File: src/hw/rtl/lz_flag_byte_decompressor_unit_assert.svh
// Assertion macros used by the decompressor back copy engine.
// Bodies compile away when SYNTHESIS is defined.
`ifndef LZ_FLAG_BYTE_DECOMPRESSOR_UNIT_ASSERT_SVH
`define LZ_FLAG_BYTE_DECOMPRESSOR_UNIT_ASSERT_SVH
`ifndef SYNTHESIS
`define LZFD_ASSERT(lbl, clk, rst_n, prop) \
	lbl: assert property (@(posedge clk) disable iff (!rst_n) prop) \
	else $error("lzfd assertion failed");
`define LZFD_ASSERT_NEVER(lbl, clk, rst_n, cond) \
	lbl: assert property (@(posedge clk) disable iff (!rst_n) !(cond)) \
	else $error("lzfd forbidden condition seen");
`else
`define LZFD_ASSERT(lbl, clk, rst_n, prop)
`define LZFD_ASSERT_NEVER(lbl, clk, rst_n, cond)
`endif
`endif

File: src/hw/rtl/lzfd_pkg.sv
// Shared types and constants of the flag-byte LZ decompressor.
// No dependencies; used by every module of the block but lzfd_ram.
package lzfd_pkg;
	localparam int HISTORY_DEPTH_DEF = 4096;
	localparam int COUNT_BITS_DEF    = 24;
	localparam int LEN_W             = 24;  // output_length register width
	localparam int DIST_W            = 12;
	localparam int CNT_W             = 5;   // copy count, 1..17
	localparam int FIFO_DEPTH        = 4;
	localparam int MIN_MATCH         = 2;
	localparam int FLAG_COUNT        = 8;

	typedef enum logic [1:0] {
		CMD_LIT,
		CMD_COPY,
		CMD_ERR
	} cmd_kind_t;

	typedef enum logic [1:0] {
		SRC_LIT,
		SRC_RAM,
		SRC_REP,
		SRC_ERR
	} src_kind_t;

	typedef struct packed {
		cmd_kind_t          kind;
		logic [7:0]         lit_byte;
		logic [DIST_W-1:0]  copy_dist;
		logic [CNT_W-1:0]   count;
		logic               done;
	} cmd_t;
endpackage

File: src/hw/rtl/lzfd_cmd_fifo.sv
// Short command queue between the front parser and the back copy engine.
// Depends on lzfd_pkg.
module lzfd_cmd_fifo (
	input  logic           clk,
	input  logic           arst_n,
	input  logic           push,
	input  lzfd_pkg::cmd_t push_cmd,
	output logic           full,
	input  logic           pop,
	output lzfd_pkg::cmd_t pop_cmd,
	output logic           empty
);
	import lzfd_pkg::*;

	localparam int PW = $clog2(FIFO_DEPTH);

	cmd_t           slot_q [FIFO_DEPTH];
	logic [PW-1:0]  wr_ptr_q;
	logic [PW-1:0]  rd_ptr_q;
	logic [PW:0]    fill_q;

	assign full    = (fill_q == (PW+1)'(FIFO_DEPTH));
	assign empty   = (fill_q == '0);
	assign pop_cmd = slot_q[rd_ptr_q];

	always_ff @(posedge clk) begin
		if (push) begin
			slot_q[wr_ptr_q] <= push_cmd;
		end
	end

	always_ff @(posedge clk or negedge arst_n) begin
		if (!arst_n) begin
			wr_ptr_q <= '0;
			rd_ptr_q <= '0;
			fill_q   <= '0;
		end else begin
			if (push) begin
				wr_ptr_q <= wr_ptr_q + 1'b1;
			end
			if (pop) begin
				rd_ptr_q <= rd_ptr_q + 1'b1;
			end
			if (push && !pop) begin
				fill_q <= fill_q + 1'b1;
			end else if (pop && !push) begin
				fill_q <= fill_q - 1'b1;
			end
		end
	end
endmodule

File: config.mk
export PLATFORM = sky130hd
export DESIGN_NAME = lzfd_cmd_fifo
export DESIGN_NICKNAME = d
export VERILOG_FILES = /design/src/hw/rtl/lz_flag_byte_decompressor_unit_assert.svh /design/src/hw/rtl/lzfd_pkg.sv /design/src/hw/rtl/lzfd_cmd_fifo.sv
export SDC_FILE = /design/constraint.sdc
export NUM_CORES = 1
export LEC_CHECK = 0
export BUFFER_PORTS_ARGS = -buffer_cell sky130_fd_sc_hd__buf_4
export CORE_MARGIN = 5
export CORE_UTILIZATION = 30
export DETAILED_ROUTE_END_ITERATION = 7
export SYNTH_ARGS = -nofsm -noshare
export SYNTH_HDL_FRONTEND = slang
export SYNTH_SLANG_ARGS = --single-unit
File: constraint.sdc
create_clock -name clk -period 1.7 [get_ports clk]
set_input_delay 0.085 -clock clk [delete_from_list [all_inputs] [get_ports clk]]
set_output_delay 0.085 -clock clk [all_outputs]
set_load 0.02 [all_outputs]
-- Word level (Yosys, flattened, before mapping)
Memory sizes are Yosys's and may differ from the RTL's.
Index checks and enable logic that the tools add are counted.
- memories: 1
- input port bits: 32
- memory bits (writable): 112
- output and inout bits: 30
- bits in registers: 7
- logic and storage cells: 19
- memory list (memory ; words ; width ; rd ports ; clocked after memory_dff ; wr ports ; RTL line ; source):
    slot_q ; 4 ; 28 ; 1 ; 0 ; 1 ; lzfd_cmd_fifo.sv:17 ; cmd_t slot_q [FIFO_DEPTH];
- mux-type cells: 4
- add/subtract/negate cells: 4
- eq/ne operators: 1
- reduce and logical (&&, ||, !) cells: 6
- operators with widths (cell ; number):
    3-bit two-way mux ; 2
    2-bit by 1-bit adder with 2-bit output (second input constant) ; 2
    3-bit by 1-bit adder with 3-bit output (second input constant) ; 1
    3-bit == test (second input constant) ; 1
    3-bit zero test ; 1
    3-bit by 1-bit subtractor with 3-bit output (second input constant) ; 1
    1-bit logical AND ; 2
    1-bit zero test ; 2
    1-bit two-way mux ; 2
    2-bit nonzero test ; 1

-- Logic depth before layout (Yosys ltp)
Gate-level depths: netlist of run 1.
- depth in word-level cells: 4
- depth in mapped cells: 7
- mapped depth without buffers: 7

-- Least setup slack after synthesis of run 1
No wires, ideal clock.
- path kind: reg-to-reg
- from: register wr_ptr_q[0]
- to: memory slot_q[0][0] in the netlist's numbering (enable)
- required time: 1313 ps
- buffers on the path: 0
- period minus slack after synthesis: 1708 ps
- path slack: -8 ps
- cell stages (with the launch flop): 4
- arrival time: 1321 ps
- setup time: 387 ps
- cells stage by stage: dfrtp_1 > inv_1 > ha_1 > and2_1
- RTL lines (item ; RTL line ; source):
    from (decl) ; lzfd_cmd_fifo.sv:18 ; logic [PW-1:0] wr_ptr_q;
    from (signal assigned) ; lzfd_cmd_fifo.sv:39 ; wr_ptr_q <= wr_ptr_q + 1'b1;
    to (decl) ; lzfd_cmd_fifo.sv:17 ;
No word-level cell before the write port.

==> results.cfg, run 1 <==
[clock_tree]
path_clk_slew_ps = 50
clockRootBuffer = clkbuf_16
cts_inserted_buffers = 17
clock_latency_ps = 400
cts_setup_buffers = 0
cts.htree.levels = 4
cts.sinks = 119
cts_tree = built
cts_max_path_buffers = 2

[setup_path]
worstSetupEndpointType = output pin
crit_buf_inv = 2
crit_type = flip-flop to output pin
path_cells = buf_12, mux4_2, buf_6
crit_family = multiplexers
crit_arrival_ps = 1700
critPathMaxStageDelay_ps = 550
critPathMaxFanout = 18
critPathRequiredTime_ps = 1620
start_kind = flip-flop
crit_path_top_delay_cell = mux4_2

[routing]
ant_nets = 0
first_iter_violations = 62
drt-pass1-iter-count = 4
num_vias = 2166
vias_per_cell = 4.367
drt_wl_total_um = 8264
drc = 0
avgRoutedWirePerCell_um = 16.66

[synthesis]
avgSynthCellArea_sq_um = 24.64
synthCells = 180
yosys_warnings = 0
synthesis.nets = 218
syn_area_sq_mm = 0.004436
ys_ff_latch = 119
synth_cell_types = 18
ys_seq_area_share_pct = 79.77

[job]
maxCapViolations = 0

[sta]
rsz0062_at_grt = yes
relSlewSlack_pct = 47.25
fin_skew_ps = 8.904
setup_ws_ps = -80.69
timing.fmax_mhz = 561.6
period_needed_ps = 1781
fin_crit_sh_pct = 104.7
slew_viol_final = 0
tns_ps = -1800
hold_violations = 0
tightest_slew_ps = 791.3
setup_viol = 28

[min_path]
hold_class = input pin to flip-flop

[place]
place_hpwl_um = 5197
gp_congestion = 0.6651
io_buffers = 61

[final_layout]
finalNetCount = 337
area_growth_pct = 40.11
final_common_cell = edfxtp_1
drive_gt1_share_pct = 43.59
n_antenna_cell = 0
layout_common_cells = edfxtp_1 (112), buf_4 (50), dlygate4sd3_1 (33)

[die]
dieHeight_um = 131.6
num_rows = 44
core_sq_mm = 0.01453
start_util_pct = 30.52
fp.dieW_um = 131.6
dieArea_sq_mm = 0.01732
io_pins = 62

[global_routing]
overflow = 0
grt_usage_pct = 10.08
antenna_found_initial = 0
grt_pass1_vias = 2445
grt_max_degree = 29
grt_pass1_wl_um = 13320

[pwr]
p_total_mw = 11.23
cellPowerDensity_mw_per_mm2 = 1807
ir_worst_vdd_mv = 0.7949
leakage_nw = 2.218

[run_status]
violations = negative setup slack
status = finished, violations left
## per-stage QoR
stage | utilization, % | setup WS (ps) | hold slack [ps] | area, sq um | std cells
CTS | 42.76 | -144.2 | 396.7 | 6215 | 496
global placement | 35.92 | 136.2 | -95.47 | 5220 | 431
finish | 42.76 | -80.69 | 420.8 | 6215 | 496
global route | 42.76 | -174.3 | 413.0 | 6215 | 496
floorplan | - | 19.07 | -210.6 | 4438 | 180
detailed placement | 35.92 | 72.43 | -92.16 | 5220 | 431
## cell families after synthesis
group	share of synthesized area, %
AO/OA/AOI/OAI	0.1127
XOR/XNOR	1.185
adder cells (fa/ha/maj)	1.862
buffers and inverters	1.495
flip-flops	79.77
multiplexers	14.47
AND/OR/NAND/NOR	1.100
## sequential cells by signal, indices dropped and copies added (netlist names)
signal	cells
slot_q	112
fill_q	3
wr_ptr_q	2
rd_ptr_q	2
## final cells by class
| cell class | instances | area [sq um] |
|---|---|---|
| Inverter | 4 | 15.01 |
| Multi-Input combinational cell | 51 | 835.8 |
| Tap cell | 184 | 230.2 |
| Clock buffer | 23 | 467.9 |
| Timing Repair Buffer | 106 | 999.7 |
| Fill cell | 1264 | 8319 |
| Sequential cell | 119 | 3541 |
| Clock inverter | 9 | 125.1 |
## worst paths after layout
path	endpoint	cells after the start	from	slack (ps)
worst max-delay path	pop_cmd[20]	3	rd_ptr_q[0]	-80
worst min-delay path	slot_q[2][10]	2	push_cmd[10]	420
worst max register to register	slot_q[3][3]	2	wr_ptr_q[1]	130
worst min register to register	fill_q[2]	1	fill_q[2]	490
max in group asynchronous	wr_ptr_q[0]	4	arst_n	310
min in group asynchronous	rd_ptr_q[1]	3	arst_n	560
## power breakdown
part | switching (mW) | leakage [nW] | internal (mW)
sequential | 0.174 | 1.11 | 3.86
clock | 1.14 | 0.287 | 2.37
combinational | 1.84 | 0.822 | 1.85
total | 3.15 | 2.22 | 8.08
## cell usage after synthesis
library cell  number  area share, %
dfrtp_1            7            3.9
mux4_2            28             14
o21ai_0            1           0.11
edfxtp_1         112             76
mux2_2             1           0.25
nand2_1            2           0.17
nor2_1             1          0.085
xnor2_1            2           0.39
nor3b_1            1           0.17
inv_1              4           0.34
fa_1               1           0.45
buf_2              2           0.23
buf_6              3           0.76
xor2_1             4           0.79
and2_1             4           0.56
buf_4              1           0.17
ha_1               5            1.4
nor3_1             1           0.11
## metal layers
metal  vias to the layer above  share of wire (%)  global-route usage (%)
met5                         -                  0                       0
met4                         0                1.4                   4.114
met3                        11                4.6                   3.861
met2                        53                 52                   16.96
met1                      1111                 42                   11.58
li1                        991                  -                       -
## timing repair
action,in CTS,in global routing
hold buffers,33,0
gates resized for setup,19,0
hold endpoints to repair,123,0
setup endpoints to repair,28,28
Power figures use the tool's default switching activity.
==> run 2: changes to the inputs <==
- ABC_AREA: unset -> 1
- CTS_BUF_LIST: unset -> sky130_fd_sc_hd__clkbuf_8
==> run 2 against run 1 <==
Effect of this change:
- the run still ends with negative setup slack left
- non-clock buffer count increased by 14
- via count up 42%
- sequential power about the same
- die area is 13% higher
- maximum frequency increased by 2.1%
- global-route usage rose by 1.3 points
- sequential share of layout area fell by 5.7 points
- first-iteration DRC count rose by 110%
- clock power down 20%
- worst setup slack better by 37 ps
- largest power group is now combinational cells
==> results.cfg, run 2 <==
[run_status]
status = finished, violations left
violations = negative setup slack

[die]
start_util_pct = 30.51
fp.dieW_um = 139.6
io_pins = 62
dieArea_sq_mm = 0.01950
dieHeight_um = 139.6
core_sq_mm = 0.01652
num_rows = 47

[sta]
timing.fmax_mhz = 573.4
setup_ws_ps = -44.04
period_needed_ps = 1744
setup_viol = 22
hold_violations = 0
tightest_slew_ps = 349.7
slew_viol_final = 0
fin_skew_ps = 5.596
relSlewSlack_pct = 76.61
fin_crit_sh_pct = 102.6
rsz0062_at_grt = yes

[setup_path]
r2r_start = wr_ptr_q[0]
critPathMaxFanout = 9
worstSetupEndpointType = output pin
crit_arrival_ps = 1660
start_kind = flip-flop
critPathRequiredTime_ps = 1620
r2r_cells = 5
cp-endpoint = pop_cmd[21]
reg2reg_to = slot_q[0][23]
r2r_setup_slack_ps = 260
crit_type = flip-flop to output pin
crit_path_start = rd_ptr_q[0]

[clock_tree]
cts_inserted_buffers = 17
cts_max_path_buffers = 2
cts_tree = built
clockRootBuffer = clkbuf_8
cts.htree.levels = 4
clock_latency_ps = 420
cts.sinks = 119
path_clk_slew_ps = 70

[global_routing]
grt_pass1_wl_um = 17130
grt_max_degree = 29
grt_usage_pct = 11.43
grt_pass1_vias = 3288
overflow = 0
antenna_found_initial = 1

[final_layout]
area_growth_pct = 36.91
fillers = 1536
final_common_cell = edfxtp_1
regMostFlops = slot_q
largest_reg_flops = 112
area.sequential_sq_mm = 0.003542
multi_input_area_sq_mm = 0.001091
layout_common_cells = edfxtp_1 (112), nand2_1 (94), inv_1 (67)
finalNetCount = 532
drive_gt1_share_pct = 30.37
reg.largest.list = slot_q (112), fill_q (3)

[synthesis]
synth-main-ff-cell = edfxtp_1
synthCells = 375
yosys_warnings = 0
synth_cell_types = 20
synthTopCellsByArea = edfxtp_1 (67%), o211ai_2 (7.7%), nand2_1 (7.2%)
synthTopCellsByCount = edfxtp_1 (112), nand2_1 (97), inv_1 (67)
synth_edf_count = 112
ys_seq_area_share_pct = 70.19
synth_top_area_share_pct = 66.72
async_reset_ff_share_pct = 5.882
avgSynthCellArea_sq_um = 13.44
syn_area_sq_mm = 0.005041
ys_ff_latch = 119
yosysMostFrequentCell = edfxtp_1
synthesis.nets = 413
yosysTopAreaCell = edfxtp_1

[routing]
ant_nets = 0
num_vias = 3083
drt_wl_total_um = 10680
vias_per_cell = 4.235
drc = 0
drt-pass1-iter-count = 4
avgRoutedWirePerCell_um = 14.67
first_iter_violations = 129

[place]
gp_congestion = 0.6767
place_hpwl_um = 6570
pre_cts_ws_ps = 270.5
io_buffers = 61

[pwr]
cellPowerDensity_mw_per_mm2 = 1813
leakage_nw = 2.838
ir_worst_vdd_mv = 0.7477
p_total_mw = 12.51

[job]
maxCapViolations = 0

[min_path]
min_from = push_cmd[9]
hold_class = input pin to flip-flop
==> run 2: area by class of cell <==
| type | instances | area share [%] |
|---|---|---|
| Sequential cell | 119 | 51.32 |
| Antenna cell | 1 | 0.03626 |
| Tap cell | 220 | 3.988 |
| Multi-Input combinational cell | 168 | 15.81 |
| Timing Repair Buffer | 120 | 18.71 |
| Clock buffer | 17 | 3.390 |
| Clock inverter | 15 | 3.046 |
| Inverter | 68 | 3.698 |
==> run 2: critical path, cell delays in order, from the launching register on <==
cell	delay (ps)
dfrtp_4	490
buf_12	170
clkbuf_16	170
o211ai_2	150
nand2_1	100
buf_6	140
==> run 2: cells by family after synthesis <==
| family | share of synthesized area [%] |
|---|---|
| buffers and inverters | 8.314 |
| AOI/OAI and AO/OA | 11.52 |
| DFF | 70.19 |
| adders and majority gates | 1.638 |
| xor gates and xnor gates | 0.6951 |
| and+or+nand+nor | 7.645 |
==> run 2: routing by layer <==
metal / global-route usage [%] / share of wire (%) / vias to the layer above / wire (um)
li1: - / - / 1534 / -
met5: 0 / 0 / - / 0
met3: 4.117 / 4.0 / 13 / 424
met4: 3.519 / 1.3 / 0 / 136
met2: 19.69 / 52 / 50 / 5586
met1: 13.38 / 42 / 1486 / 4531
==> run 2: worst min-delay path by stage <==
| stage | slack, ps | end | depth (start not counted) |
|---|---|---|---|
| 2_1_floorplan | -210 | fill_q[0] | 0 |
| 3_3_place_gp | -90 | fill_q[2] | 1 |
| 3_5_place_dp | -90 | fill_q[2] | 1 |
| 4_1_cts | 360 | slot_q[1][9] | 2 |
| 5_1_grt | 380 | slot_q[3][27] | 2 |
| 6_report | 410 | slot_q[1][9] | 2 |
==> run 2: timing repair <==
action / 4_1_cts / 5_1_grt
cloned: 1 / 4
setup endpoints to repair: 28 / 28
hold buffers: 32 / 0
gates resized for setup: 33 / 3
pin swaps: 20 / 18
hold endpoints to repair: 123 / 0
buffers inserted: 5 / 0
==> run 2: through the flow <==
stage / hold slack [ps] / setup TNS (ps) / area (sq um) / util [%] / cells
after floorplan: -210.6 / 0 / 5041 / - / 375
after global placement: -93.12 / 0 / 5829 / 35.28 / 653
after detailed placement: -90.23 / 0 / 5829 / 35.28 / 653
after CTS: 357.1 / -1681 / 6792 / 41.10 / 723
after global routing: 376.4 / -3461 / 6902 / 41.77 / 728
final: 405.3 / -445.7 / 6902 / 41.77 / 728
==> run 2: power breakdown <==
part	switching (mW)	internal [mW]	total (mW)
clock network	1.09	1.72	2.81
registers	0.214	3.86	4.07
logic	3.05	2.57	5.63
total	4.36	8.15	12.5
