$ cat config.mk
export PLATFORM = sky130hd
export DESIGN_NAME = lzfd_front
export DESIGN_NICKNAME = d
export VERILOG_FILES = /design/src/hw/rtl/lz_flag_byte_decompressor_unit_assert.svh /design/src/hw/rtl/lzfd_pkg.sv /design/src/hw/rtl/lzfd_front.sv
export SDC_FILE = /design/constraint.sdc
export NUM_CORES = 1
export LEC_CHECK = 0
export BUFFER_PORTS_ARGS = -buffer_cell sky130_fd_sc_hd__clkbuf_2
export CAP_MARGIN = 20
export CORE_AREA = 2 2 97 170
export CTS_BUF_LIST = sky130_fd_sc_hd__clkbuf_4
export CTS_CLUSTER_SIZE = 24
export DETAILED_ROUTE_END_ITERATION = 16
export DIE_AREA = 0 0 99 172
export SLEW_MARGIN = 20
export SYNTH_ARGS = -nofsm -noshare
export SYNTH_HDL_FRONTEND = slang
export SYNTH_SLANG_ARGS = --single-unit
$ cat constraint.sdc
create_clock -name clk -period 10.72 [get_ports clk]
set_input_delay 1.608 -clock clk [delete_from_list [all_inputs] [get_ports clk]]
set_output_delay 1.608 -clock clk [all_outputs]
set_load 0.01 [all_outputs]
$ cat src/hw/rtl/lz_flag_byte_decompressor_unit_assert.svh
// Assertion macros used by the decompressor back copy engine.
// Bodies compile away when SYNTHESIS is defined.
`ifndef LZ_FLAG_BYTE_DECOMPRESSOR_UNIT_ASSERT_SVH
`define LZ_FLAG_BYTE_DECOMPRESSOR_UNIT_ASSERT_SVH
`ifndef SYNTHESIS
`define LZFD_ASSERT(lbl, clk, rst_n, prop) \
	lbl: assert property (@(posedge clk) disable iff (!rst_n) prop) \
	else $error("lzfd assertion failed");
`define LZFD_ASSERT_NEVER(lbl, clk, rst_n, cond) \
	lbl: assert property (@(posedge clk) disable iff (!rst_n) !(cond)) \
	else $error("lzfd forbidden condition seen");
`else
`define LZFD_ASSERT(lbl, clk, rst_n, prop)
`define LZFD_ASSERT_NEVER(lbl, clk, rst_n, cond)
`endif
`endif

$ cat src/hw/rtl/lzfd_pkg.sv
// Shared types and constants of the flag-byte LZ decompressor.
// No dependencies; used by every module of the block but lzfd_ram.
package lzfd_pkg;
	localparam int HISTORY_DEPTH_DEF = 4096;
	localparam int COUNT_BITS_DEF    = 24;
	localparam int LEN_W             = 24;  // output_length register width
	localparam int DIST_W            = 12;
	localparam int CNT_W             = 5;   // copy count, 1..17
	localparam int FIFO_DEPTH        = 4;
	localparam int MIN_MATCH         = 2;
	localparam int FLAG_COUNT        = 8;

	typedef enum logic [1:0] {
		CMD_LIT,
		CMD_COPY,
		CMD_ERR
	} cmd_kind_t;

	typedef enum logic [1:0] {
		SRC_LIT,
		SRC_RAM,
		SRC_REP,
		SRC_ERR
	} src_kind_t;

	typedef struct packed {
		cmd_kind_t          kind;
		logic [7:0]         lit_byte;
		logic [DIST_W-1:0]  copy_dist;
		logic [CNT_W-1:0]   count;
		logic               done;
	} cmd_t;
endpackage

$ cat src/hw/rtl/lzfd_front.sv
// Front parser: takes compressed bytes, tracks flags, tokens and the output
// count, and queues literal, copy and error commands. Depends on lzfd_pkg.
module lzfd_front #(
	parameter int COUNT_BITS = lzfd_pkg::COUNT_BITS_DEF
) (
	input  logic                        clk,
	input  logic                        arst_n,
	input  logic                        in_valid,
	output logic                        in_ready,
	input  logic [7:0]                  data_byte,
	input  logic                        stream_start,
	input  logic [lzfd_pkg::LEN_W-1:0]  output_length,
	output logic                        push,
	output lzfd_pkg::cmd_t              push_cmd,
	input  logic                        fifo_full
);
	import lzfd_pkg::*;

	localparam int CMP_W = (COUNT_BITS > LEN_W) ? COUNT_BITS : LEN_W;
	localparam logic [CMP_W-1:0] CNT_MAX = CMP_W'((64'd1 << COUNT_BITS) - 64'd1);

	logic [7:0]            flag_bits_q;
	logic [3:0]            flags_left_q;
	logic                  token_phase_q;
	logic [7:0]            token_low_q;
	logic [COUNT_BITS-1:0] produced_q;
	logic                  finished_q;

	logic [7:0]            fb, fb_n;
	logic [3:0]            fl, fl_n;
	logic                  tp, tp_n;
	logic [7:0]            tl, tl_n;
	logic [COUNT_BITS-1:0] pc, pc_n;
	logic                  fin, fin_n;

	logic [CMP_W-1:0]      pc_ext;
	logic [CMP_W-1:0]      olen_ext;
	logic [CMP_W-1:0]      remain;
	logic                  olen_fits;
	logic [COUNT_BITS-1:0] pc_inc;
	logic [DIST_W-1:0]     copy_dist;
	logic [CNT_W-1:0]      len_full;
	logic [CNT_W-1:0]      n_copy;
	logic                  copy_done;
	logic                  accept;

	assign in_ready = !fifo_full;
	assign accept   = in_valid && in_ready;

	always_comb begin
		// a stream start clears the stream state before this byte is parsed
		fb  = stream_start ? '0 : flag_bits_q;
		fl  = stream_start ? '0 : flags_left_q;
		tp  = stream_start ? 1'b0 : token_phase_q;
		tl  = stream_start ? '0 : token_low_q;
		pc  = stream_start ? '0 : produced_q;
		fin = stream_start ? 1'b0 : finished_q;

		pc_ext    = CMP_W'(pc);
		olen_ext  = CMP_W'(output_length);
		olen_fits = (olen_ext <= CNT_MAX);
		remain    = olen_ext - pc_ext;
		pc_inc    = pc + 1'b1;
		copy_dist = {data_byte, tl[7:4]};
		len_full  = CNT_W'(tl[3:0]) + CNT_W'(MIN_MATCH);
		// a count that wraps never reaches a length beyond its range
		copy_done = olen_fits && (remain <= CMP_W'(len_full));
		n_copy    = copy_done ? remain[CNT_W-1:0] : len_full;

		fb_n  = fb;
		fl_n  = fl;
		tp_n  = tp;
		tl_n  = tl;
		pc_n  = pc;
		fin_n = fin;
		push  = 1'b0;
		push_cmd = '{kind: CMD_LIT, lit_byte: data_byte, copy_dist: copy_dist,
			count: n_copy, done: 1'b0};

		if (!fin) begin
			if (fl == '0) begin
				fin_n = (pc_ext >= olen_ext);
				fb_n  = data_byte;
				fl_n  = 4'(FLAG_COUNT);
			end else if (pc_ext >= olen_ext) begin
				fin_n = 1'b1;
			end else if (fb[0]) begin
				pc_n  = pc_inc;
				fb_n  = fb >> 1;
				fl_n  = fl - 1'b1;
				fin_n = (CMP_W'(pc_inc) >= olen_ext);
				push  = accept;
				push_cmd.kind = CMD_LIT;
				push_cmd.done = fin_n;
			end else if (!tp) begin
				tl_n = data_byte;
				tp_n = 1'b1;
			end else begin
				tp_n = 1'b0;
				tl_n = '0;
				fb_n = fb >> 1;
				fl_n = fl - 1'b1;
				push = accept;
				if (copy_dist == '0 || CMP_W'(copy_dist) > pc_ext) begin
					fin_n = 1'b1;
					push_cmd.kind = CMD_ERR;
				end else begin
					pc_n  = pc + COUNT_BITS'(n_copy);
					fin_n = copy_done;
					push_cmd.kind = CMD_COPY;
					push_cmd.done = copy_done;
				end
			end
		end
	end

	always_ff @(posedge clk or negedge arst_n) begin
		if (!arst_n) begin
			flag_bits_q   <= '0;
			flags_left_q  <= '0;
			token_phase_q <= 1'b0;
			token_low_q   <= '0;
			produced_q    <= '0;
			finished_q    <= 1'b0;
		end else if (accept) begin
			flag_bits_q   <= fb_n;
			flags_left_q  <= fl_n;
			token_phase_q <= tp_n;
			token_low_q   <= tl_n;
			produced_q    <= pc_n;
			finished_q    <= fin_n;
		end
	end
endmodule

# [After elaboration in Yosys (flattened, before gate mapping)]
# Index checks and enable logic that the tools add are counted.
[classes] add_sub_neg=5 mul=0 n_div=0 n_lt_le_gt_ge=5 eq_ne=0 n_shift=0 muxes=56 bitwise=0 reduce_logical=6
[op_table] op="2-to-1 mux 24 bit" n=7
[op_table] op="2-to-1 mux 8 bit" n=12
[op_table] op="greater-or-equal comparator 24 bit" n=2
[op_table] op="adder 24 x 1 -> 24 bit, second input constant" n=1
[op_table] op="adder 24 x 5 -> 24 bit" n=1
[op_table] op="greater-than comparator 12 x 24 -> 1 bit" n=1
[op_table] op="less-or-equal comparator 24 bit, second input constant" n=1
[op_table] op="less-or-equal comparator 24 x 5 -> 1 bit" n=1
[op_table] op="2-to-1 mux 1 bit" n=24
[op_table] op="2-to-1 mux 4 bit" n=6
[op_table] op="subtractor 24 bit" n=1
[op_table] op="logical NOT 12 bit" n=1
[op_table] op="2-to-1 mux 2 bit" n=6
[op_table] op="adder 4 x 2 -> 5 bit, second input constant" n=1
[op_table] op="2-to-1 mux 5 bit" n=1
[op_table] op="logical NOT 4 bit" n=1
[op_table] op="subtractor 4 x 1 -> 4 bit, second input constant" n=1
[op_table] op="logical AND 1 bit" n=2
[op_table] op="logical NOT 1 bit" n=1
[op_table] op="logical OR 1 bit" n=1
[word_totals] regBits=46 latch_bits=0 ramBits=0 mem_bits_ro=0 in_bits=37 out_inout_bits=30 elab_cells=78 n_memories=0

# [Depth between registers and ports, before layout]
[depth] ltp_word=12 ltp_mapped=33 mapped_depth_nobuf=29

# [Least setup slack after synthesis]
# OpenSTA, ideal clock, no wires.
[synth_timing] kind="input to register" start="in stream_start" end="reg produced_q[10]" setup_ns=0.126 t_arrival_ns=7.746 t_required_ns=10.594 setup_slack_ns=2.848 stages=32 n_path_buf=4 cell_sequence="clkbuf_1 clkbuf_1 clkbuf_1 nor2b_1 ha_1 fa_1 nor2b_1 o22ai_1 nor2b_1 or2_2 inv_1 ha_1 o21ai_0 a21oi_1 o21ai_0 o2111ai_1 nor4_1 nand4_1 or4b_1 clkbuf_1 mux2_1 ha_1 fa_1 a21oi_1 nor2_1 nor2_1 nor2b_1 o21ai_0 a211oi_1 o21ai_1 nor2_1 a221o_1"
[synth_lines] element="start, declared" line="lzfd_front.sv:11" text="input logic stream_start,"
[synth_lines] element="end signal, assigned" line="lzfd_front.sv:130" text="produced_q <= pc_n;"
[synth_lines] element="end, declared" line="lzfd_front.sv:26" text="logic [COUNT_BITS-1:0] produced_q;"

# [Final worst setup path]
[layout_timing] start="in stream_start" end="reg produced_q[16]"
[layout_between] elab_chain_cells=12 elab_cells_between_ends=24 classes_between="4 x add/sub; 3 x order compare; 13 x mux; 4 x reduce/logical"
[layout_lines] element="2-to-1 mux 24 bit / 2-to-1 mux 8 bit (equally long branches)" line="lzfd_front.sv:56, lzfd_front.sv:55"
[layout_lines] element="subtractor 24 bit / adder 4 x 2 -> 5 bit (equally long branches)" line="lzfd_front.sv:62, lzfd_front.sv:65"
[layout_lines] element="less-or-equal comparator 24 x 5 -> 1 bit" line="lzfd_front.sv:67" text="copy_done = olen_fits && (remain <= CMP_W'(len_full));"
[layout_lines] element="logical AND 1 bit" line="lzfd_front.sv:67"
[layout_lines] element="2-to-1 mux 5 bit" line="lzfd_front.sv:68" text="n_copy = copy_done ? remain[CNT_W-1:0] : len_full;"
[layout_lines] element="adder 24 x 5 -> 24 bit" line="lzfd_front.sv:108" text="pc_n = pc + COUNT_BITS'(n_copy);"
[layout_lines] element="2-to-1 mux 24 bit" line="lzfd_front.sv:104" text="if (copy_dist == '0 || CMP_W'(copy_dist) > pc_ext) begin"
[layout_lines] element="2-to-1 mux 24 bit" line="lzfd_front.sv:95" text="end else if (!tp) begin"
[layout_lines] element="2-to-1 mux 24 bit" line="lzfd_front.sv:87" text="end else if (fb[0]) begin"
[layout_lines] element="2-to-1 mux 24 bit" line="lzfd_front.sv:85" text="end else if (pc_ext >= olen_ext) begin"
[layout_lines] element="2-to-1 mux 24 bit" line="lzfd_front.sv:81" text="if (fl == '0) begin"
[layout_lines] element="2-to-1 mux 24 bit (*)" line="lzfd_front.sv:80" text="if (!fin) begin"
# Mark *: on every way between the ends. The rest lies on a longest branch, timed or not.
# A chain may end at the register's enable or synchronous reset.

==> impl_metrics.json <==
{
  "wl_met2_mm": 10.2,
  "hold_class": "reg2reg",
  "syn_avg_cell_area_um2": 7.55,
  "ctsResizeCount": 0,
  "fp.dieArea_um2": 17000,
  "floorplan.die.width_um": 99,
  "slowest_stage": "or4b_1",
  "clock_latency_ns": 0.41,
  "rows": 61,
  "report.final.setup_viol": 0,
  "syn_inst": 816,
  "drtIter0Drc": 440,
  "cts-root-buf": "clkbuf_4",
  "place.gp.congestion": 0.924,
  "maxCapViolCount": 0,
  "tns_ns": 0,
  "ys_warn_count": 0,
  "rsz0062_at_grt": "no",
  "crit_arrival_ns": 8.42,
  "finalHoldViolations": 0,
  "synth-seq-area-share": 0.187,
  "grt_pass1_vias": 6001,
  "slew_violations": 0,
  "cts_buffers": 5,
  "htreeDepth": 2,
  "cts.sinks": 46,
  "required_ns": 11.04,
  "whs_ns": 0.501,
  "hold_buffers": 0,
  "topRoutingLayerUsed": "met4",
  "syn-num-nets": 929,
  "fin_area_um2": 6580,
  "relSlewSlack": 0.480,
  "grt_max_degree": 47,
  "timing.final.crit_share": 0.756,
  "clockBufferDepth": 2,
  "synth_edf_count": 0,
  "crit_top_cell": "nor2b_1",
  "powerDensity_nw_per_um2": 101,
  "synthFlopType": "dfrtp_1",
  "drive_gt1_frac": 0.118,
  "drt.antenna.violating_nets": 0,
  "post_cts_buffers": 0,
  "status": "complete, no violations",
  "ys_ff_latch": 46,
  "critPathMaxFanout": 25,
  "worstSetupEndpointType": "register",
  "tritoncts": "yes",
  "pre_cts_slack_ns": 2.22,
  "start_util": 0.394,
  "nFillCells": 1605,
  "worstSetupPathType": "in2reg",
  "dp_hpwl_mm": 16.1,
  "layout_min_cycle_time_ns": 8.11,
  "wl_met3_um": 559,
  "placed_area_um2": 6520,
  "io_buffers": 66,
  "vias": 6088,
  "critical_path.startpoint_type": "primary input",
  "overflow": 0,
  "antenna_found_initial": 1,
  "wirelength_mm": 19.6,
  "drt-met1-wl_mm": 7.61,
  "max_freq_ghz": 0.123,
  "cpPeakStageDelay_ns": 0.69,
  "nNetsFinal": 959,
  "fin_skew_ns": 0.0258,
  "regArea_um2": 1150,
  "syn2layout_area_growth_pct": 6.72,
  "grt_pass1_wl_mm": 31.2,
  "drt_pass1_iterations": 5,
  "p_leak_nw": 2.89,
  "via_per_inst": 5.87,
  "syn-cell-area_um2": 6160,
  "io_pins": 67,
  "clk_pin_slew_ns": 0.16,
  "max_slew.worst_pin.slew_ns": 0.774,
  "multi_input_area_um2": 4550,
  "grt_usage": 0.233,
  "drc": 0,
  "dieHeight_um": 172,
  "wl_per_cell_um": 18.9,
  "synth.distinct_cells": 72,
  "fin_ws_ns": 2.61,
  "core-area_um2": 15600,
  "peakVddDrop_mv": 0.0794,
  "synthArstFlopShare": 1.00
}
-- final cells by class --
type / count / area share
antenna: 1 / 0.000381
clock buffer: 6 / 0.00685
clock inverter: 2 / 0.00133
multi-input combinational: 667 / 0.692
timing repair buffer: 73 / 0.0582
inverter: 53 / 0.0303
sequential: 46 / 0.175
tap: 189 / 0.0360
-- power by group --
part / internal, W / leakage (nW) / switching (W)
clock: 0.0000273 / 0.0331 / 0.0000624
combinational: 0.000138 / 2.25 / 0.000197
sequential: 0.000204 / 0.606 / 0.0000328
-- through the flow --
step,util,std cells,total power [W]
CTS,0.420,1036,0.000665
floorplan,-,816,0.000473
detailed placement,0.417,1028,0.000572
global placement,0.417,1028,0.000573
finish,0.420,1037,0.000661
global route,0.420,1037,0.000715
-- final timing paths --
kind | start | endpoint | slack [ns] | cells past startpoint
max | stream_start | produced_q[16] | 2.61 | 29
min | flag_bits_q[1] | flag_bits_q[1] | 0.50 | 2
max reg2reg | produced_q[0] | produced_q[16] | 3.79 | 28
min reg2reg | flag_bits_q[1] | flag_bits_q[1] | 0.50 | 2
max in group asynchronous | arst_n | produced_q[14] | 8.97 | 2
min in group asynchronous | arst_n | token_low_q[4] | 1.29 | 2
-- worst max-delay path, delay by kind of cell --
family / cells / cell delay, ns
simple gates: 11 / 2.33
compound gates: 10 / 2.05
fa+ha+maj: 5 / 1.54
buf+inv: 2 / 0.46
mux: 1 / 0.39
-- sequential cells by signal, indices dropped and copies added (netlist names) --
register and count:
produced_q 24, flag_bits_q 8, token_low_q 8, flags_left_q 4
finished_q 1, token_phase_q 1
-- cell families after synthesis --
family                   count (synthesis)  synth area share
buffers and inverters                  103            0.0747
XOR/XNOR                                42            0.0597
AND/OR/NAND/NOR                        326             0.274
adder cells (fa/ha/maj)                 76             0.157
multiplexers                            14            0.0236
AO/OA/AOI/OAI                          209             0.224
flip-flops                              46             0.187
-- cell usage in the layout (no fill, tap or decap), types with 6 or more instances in the layout --
master	n
nor2_1	62
or2_2	8
nand3_1	18
clkbuf_4	6
nor3_1	27
o21ai_0	50
mux2i_1	10
nand2b_1	21
o22ai_1	7
a21o_1	15
ha_1	74
xor2_1	10
nand2_1	79
inv_1	53
a22o_1	10
a2bb2oi_1	8
nand4_1	19
or3_1	6
dfrtp_1	46
clkbuf_2	66
a221o_1	6
xnor2_1	32
buf_4	7
nor2b_1	31
o21bai_1	6
nor4_1	15
o21a_1	9
a21oi_1	50
-- cells in the mapped netlist, drive strengths merged (15+ instances only) --
cell / count / area share
o21ai: 55 / 0.045
buf: 22 / 0.025
dfrtp: 46 / 0.19
nor4: 15 / 0.015
inv: 53 / 0.032
nand3: 19 / 0.016
ha: 74 / 0.15
nand2b: 21 / 0.021
nand2: 79 / 0.048
a21oi: 51 / 0.042
nor2b: 31 / 0.031
a21o: 15 / 0.018
nand4: 19 / 0.019
nor2: 63 / 0.039
xnor2: 32 / 0.045
nor3: 27 / 0.022
clkbuf: 28 / 0.017
-- metal layers --
layer / up-vias / track usage
li1: 3008 / -
met1: 2854 / 0.256
met2: 160 / 0.426
met3: 66 / 0.0170
met4: 0 / 0.148
met5: - / 0
Power figures use the tool's default switching activity.
